==> src/hw/rtl/jdf_pkg.sv <==
`timescale 1ns / 1ps
package jdf_pkg;

  localparam int DEF_MAX_X     = 128;
  localparam int DEF_MAX_Y     = 128;
  localparam int DEF_COMP_BITS = 16;

  localparam int FIELD_W  = 16;
  localparam int DET_W    = 52;
  localparam int SIZE_XW  = 8;
  localparam int SIZE_YW  = 8;
  localparam int SIZE_ZW  = 16;
  localparam int CFG_IDXW = 8;
  localparam int CFG_DW   = 16;

  localparam logic [SIZE_XW-1:0] RST_SIZE_X = 8'd128;
  localparam logic [SIZE_YW-1:0] RST_SIZE_Y = 8'd128;
  localparam logic [SIZE_ZW-1:0] RST_SIZE_Z = 16'd128;

  localparam logic [CFG_IDXW-1:0] CFG_SIZE_X = 8'd0;
  localparam logic [CFG_IDXW-1:0] CFG_SIZE_Y = 8'd1;
  localparam logic [CFG_IDXW-1:0] CFG_SIZE_Z = 8'd2;

endpackage

==> src/hw/rtl/jdf_det.sv <==
`timescale 1ns / 1ps
module jdf_det import jdf_pkg::*; #(
  parameter int COMPONENT_BITS = DEF_COMP_BITS,
  localparam int CB = COMPONENT_BITS,
  localparam int VW = 3 * CB
) (
  input  logic             clk,
  input  logic             rst,
  input  logic             start,
  input  logic [VW-1:0]    xp,
  input  logic [VW-1:0]    xm,
  input  logic [VW-1:0]    yp,
  input  logic [VW-1:0]    ym,
  input  logic [VW-1:0]    zp,
  input  logic [VW-1:0]    zm,
  output logic             done,
  output logic [DET_W-1:0] det
);

  localparam int DW   = CB + 1;
  localparam int MW   = 2 * DW + 1;
  localparam int QW   = DW + MW;
  localparam int SUMW = (QW + 2 > DET_W) ? QW + 2 : DET_W;

  typedef enum logic [2:0] {D_IDLE, D_MUL1, D_MIN, D_MUL2, D_SUM} dstate_t;

  dstate_t state;
  logic [2:0] step;
  logic signed [DW-1:0] jx [3];
  logic signed [DW-1:0] jy [3];
  logic signed [DW-1:0] jz [3];
  logic signed [QW-1:0] p [6];
  logic signed [MW-1:0] m [3];
  logic signed [QW-1:0] q [3];
  logic signed [DW-1:0] ma;
  logic signed [MW-1:0] mb;
  logic signed [QW-1:0] prod;
  logic signed [SUMW-1:0] sum;

  // one shared multiplier: six minor products, then three cofactor products
  always_comb begin
    ma = '0;
    mb = '0;
    if (state == D_MUL1) begin
      case (step)
        3'd0: begin ma = jy[1]; mb = MW'(jz[2]); end
        3'd1: begin ma = jy[2]; mb = MW'(jz[1]); end
        3'd2: begin ma = jx[1]; mb = MW'(jz[2]); end
        3'd3: begin ma = jx[2]; mb = MW'(jz[1]); end
        3'd4: begin ma = jx[1]; mb = MW'(jy[2]); end
        3'd5: begin ma = jx[2]; mb = MW'(jy[1]); end
        default: begin ma = '0; mb = '0; end
      endcase
    end else if (state == D_MUL2) begin
      case (step)
        3'd0: begin ma = jx[0]; mb = m[0]; end
        3'd1: begin ma = jy[0]; mb = m[1]; end
        3'd2: begin ma = jz[0]; mb = m[2]; end
        default: begin ma = '0; mb = '0; end
      endcase
    end
    prod = ma * mb;
    sum = SUMW'(q[0]) - SUMW'(q[1]) + SUMW'(q[2]);
  end

  always_ff @(posedge clk) begin
    if (rst) begin
      state <= D_IDLE;
      step  <= '0;
      done  <= 1'b0;
    end else begin
      done <= 1'b0;
      case (state)
        D_IDLE: begin
          if (start) begin
            for (int c = 0; c < 3; c++) begin
              jx[c] <= DW'($signed(xp[c*CB +: CB])) - DW'($signed(xm[c*CB +: CB]));
              jy[c] <= DW'($signed(yp[c*CB +: CB])) - DW'($signed(ym[c*CB +: CB]));
              jz[c] <= DW'($signed(zp[c*CB +: CB])) - DW'($signed(zm[c*CB +: CB]));
            end
            step  <= '0;
            state <= D_MUL1;
          end
        end
        D_MUL1: begin
          p[step] <= prod;
          if (step == 3'd5) begin
            state <= D_MIN;
          end else begin
            step <= step + 3'd1;
          end
        end
        D_MIN: begin
          for (int i = 0; i < 3; i++) begin
            m[i] <= MW'(p[2*i] - p[2*i+1]);
          end
          step  <= '0;
          state <= D_MUL2;
        end
        D_MUL2: begin
          q[step[1:0]] <= prod;
          if (step == 3'd2) begin
            state <= D_SUM;
          end else begin
            step <= step + 3'd1;
          end
        end
        D_SUM: begin
          det   <= sum[DET_W-1:0];
          done  <= 1'b1;
          state <= D_IDLE;
        end
        default: state <= D_IDLE;
      endcase
    end
  end

endmodule
==> config.mk <==
export PLATFORM = sky130hd
export DESIGN_NAME = jdf_det
export DESIGN_NICKNAME = d
export VERILOG_FILES = /design/src/hw/rtl/jdf_pkg.sv /design/src/hw/rtl/jdf_det.sv
export SDC_FILE = /design/constraint.sdc
export NUM_CORES = 2
export LEC_CHECK = 0
export ABC_AREA = 1
export BUFFER_PORTS_ARGS = -buffer_cell sky130_fd_sc_hd__buf_4
export CORE_AREA = 2 2 516 518
export CTS_CLUSTER_DIAMETER = 150
export CTS_CLUSTER_SIZE = 12
export DETAILED_ROUTE_END_ITERATION = 10
export DIE_AREA = 0 0 518 520
export GPL_TIMING_DRIVEN = 0
export SKIP_CTS_REPAIR_TIMING = 1
export SYNTH_ARGS = -nofsm -noshare
export SYNTH_HDL_FRONTEND = slang
export SYNTH_SLANG_ARGS = --single-unit
==> constraint.sdc <==
create_clock -name clk -period 15.9 [get_ports clk]
set_input_delay 2.385 -clock clk [delete_from_list [all_inputs] [get_ports clk]]
set_output_delay 2.385 -clock clk [all_outputs]
set_load 0.01 [all_outputs]
==> metrics.txt <==
outcome completed; Synth Warn # 0; via-per-instance ratio between 4 and 5; Crit path max-delay family adder cells; drt total wl roughly 230000 µm; MaxCap Viol Count 0; Initial Utilization about a quarter; Yosys cell types 49; crit share post-route a little under 60%; CP required about 16 ns; reg2reg end p[1][26]; commonest non-fill, non-tap cell in the layout nand2_1; Tot GR Track Use ~17%; root buffer cell clkbuf_16; top post-synthesis cells by area edfxtp_1 31%, fa_1 19%, nand2_1 12%, inv_1 10%, ha_1 8.1%; final core occ 28.7%; post-DP HPWL between 150000 and 200000 µm; core box area between 0.2 and 0.3 mm²; Startpoint Class register; Clk pwr share about 20%; hold path startpoint state[0]; final hold vios 0; Mapped Area roughly 0.066 mm²; GP Congestion between 0.9 and 1; Hold Path Depth 1; average instance area after synthesis 8.13 µm²; slowest CP cell xnor2_1; Leak Pwr approximately 37 nW; Slew Viols, Final 0; critical path arrival 9.69 ns; Crit Reg-Reg Startpoint step[1]; Worst Hold End done; switching fraction of total power approximately 44%; crit end category register; Multi-input gate area approximately 0.038 mm²; PD cells between 90 and 100 mW/mm²; DR iter-0 viols approximately 5200; Area Overhead vs Synth 15.4%; Primary FF master, synth edfxtp_1; CTS Buf Count 67; CTS tree yes; Crit Path Class register to register; worst reg2reg path depth 29; Yosys reg bits roughly 680; # port buffers around 340; register area share after synthesis a little over 30%; layout cells sized above 1 8.25%; register area 0.0204 mm²; Post-Syn Nets around 9400; DP Area between 0.07 and 0.08 mm²; worst vdd ir around 0.1 mV; final cell count without fillers approximately 12000; Clock Sinks between 600 and 700; Final min period 9.41 ns; Vias 54100; Slew Limit Headroom about 17%; internal power ~4.2 mW; number of synthesized flops with an enable pin around 680; met3 Resource Use GR 3.71%; post-route cell area 0.0757 mm²; GRT busiest layer met2; row count 189; Max Clock Freq 0.106 GHz; Final ANT Viol Nets 0; CP peak stage delay roughly 0.97 ns; post-DR wirelength/cell around 19 µm; Flop pwr share 31.7%; I/O pin total roughly 340; Die X a little over 500 µm; router iterations before antenna repair 8; vias in the first global route 52500; Combinational Power Share between 40 and 50%; asr flop ratio synth 0%; clock skew 0.0760 ns; area leader, netlist edfxtp_1; met2 Use GR about a quarter; internal reg-to-reg setup slack ~6.5 ns; die boundary height 520 µm; initial antenna violation count 16; most frequent cells in the layout 2093 x nand2_1, 1789 x inv_1, 833 x nor2_1; final setup TNS 0 ns; Min-Delay Path Class register to register; clock slew at reported path FFs 0.07 ns; Tightest Pin Transition 1.24 ns; clk_lat worst skew a little over 0.7 ns; top cell type's share of synthesized area ~31%; count of final setup violators 0; grt total ovfl 0; first-pass GRT wire length 338000 µm; NetSw 3.34 mW; GRT met1 Usage 23.5%; Synth Instances roughly 8000; die area 0.269 mm²; CP dominant cell by count inv_1; RSZ-0062 raised after global routing false; Max clock buf depth 3; Total Power around 7.5 mW; Residual DRC 0; nets just under 10000; H-tree level count 3; Placed Instances 12000; largest net degree at the start of global routing 27; FILL cells roughly 29000; WP buf/inv 9; CP max FO 10
metrics by stage:
stage	hold slack, ns	setup slack, ns
floorplan	0.461	1.25
global placement	0.494	-3.54
detailed placement	0.531	6.42
CTS	0.546	6.35
global route	0.582	6.03
finish	0.546	6.49
synth_stat cells, types with 5 or more instances:
cell,count
a21boi_0,16
a21o_1,11
a21oi_1,390
a31oi_1,5
a41oi_1,5
and2_1,5
and3_1,8
buf_2,46
buf_4,30
buf_6,13
clkbuf_1,13
dfxtp_1,7
edfxtp_1,676
fa_1,630
ha_1,423
inv_1,1789
inv_2,34
nand2_1,2093
nand2_2,23
nand3_1,291
nand3b_1,15
nand4_1,84
nor2_1,837
nor3_1,75
nor3b_1,5
o21ai_0,222
o21bai_1,24
o22ai_1,18
o31ai_1,10
or2_2,20
xnor2_1,60
xor2_1,154
power by group through the flow:
stage	registers (mW)	clock network, mW	logic, mW
final	2.39	1.49	3.65
after global routing	2.40	1.59	3.95
after CTS	2.39	1.54	3.61
after detailed placement	2.43	0	3.59
after global placement	2.45	0	3.43
after floorplan	2.43	0	1.91
cell families after synthesis:
kind of cell / Yosys count / share of synthesized area [%]
compound gates: 720 / 5.97
xor+xnor: 214 / 2.86
fa+ha+maj: 1053 / 27.3
buf+inv: 1928 / 11.4
flops: 683 / 31.1
simple gates: 3472 / 21.3
worst max-delay path by stage:
stage	from	end	slack, ns	depth (start not counted)
finish	step[1]	p[1][26]	6.49	29
global route	step[1]	p[1][26]	6.03	30
CTS	step[1]	q[2][34]	6.35	31
detailed placement	step[1]	p[2][34]	6.42	31
global placement	rst	jz[0][43]	-3.54	4
floorplan	rst	jx[0][0]	1.25	4
registers in the layout, indices dropped and copies added, names as in the netlist:
| register | flops |
|---|---|
| m | 105 |
| det | 52 |
| state | 3 |
| jx | 51 |
| jy | 51 |
| step | 3 |
| q | 156 |
| done | 1 |
| jz | 51 |
| p | 210 |
worst reg2reg max path, delay by kind of cell, from the launching register on:
kind / cells / cell delay (ns)
compound gates: 1 / 0.12
flops: 1 / 0.51
simple gates: 10 / 1.86
buf+inv: 9 / 1.76
xor+xnor: 1 / 0.97
fa+ha+maj: 8 / 3.76
layer usage:
metal,up-vias,wire [µm]
met5,-,59
met4,10,7570
met3,249,20000
met2,2139,98500
met1,25800,104000
li1,25900,-
area by class of cell:
class | instances | share of cell area [%]
Buffer | 103 | 0.866
Clock inverter | 8 | 0.167
Multi-Input combinational cell | 5459 | 50.1
Tap cell | 3533 | 5.84
Clock buffer | 81 | 2.31
Timing Repair Buffer | 413 | 4.68
Antenna cell | 9 | 0.0297
Inverter | 1825 | 9.05
Sequential cell | 683 | 27.0
No activity file was read; power rests on OpenSTA's default activity.
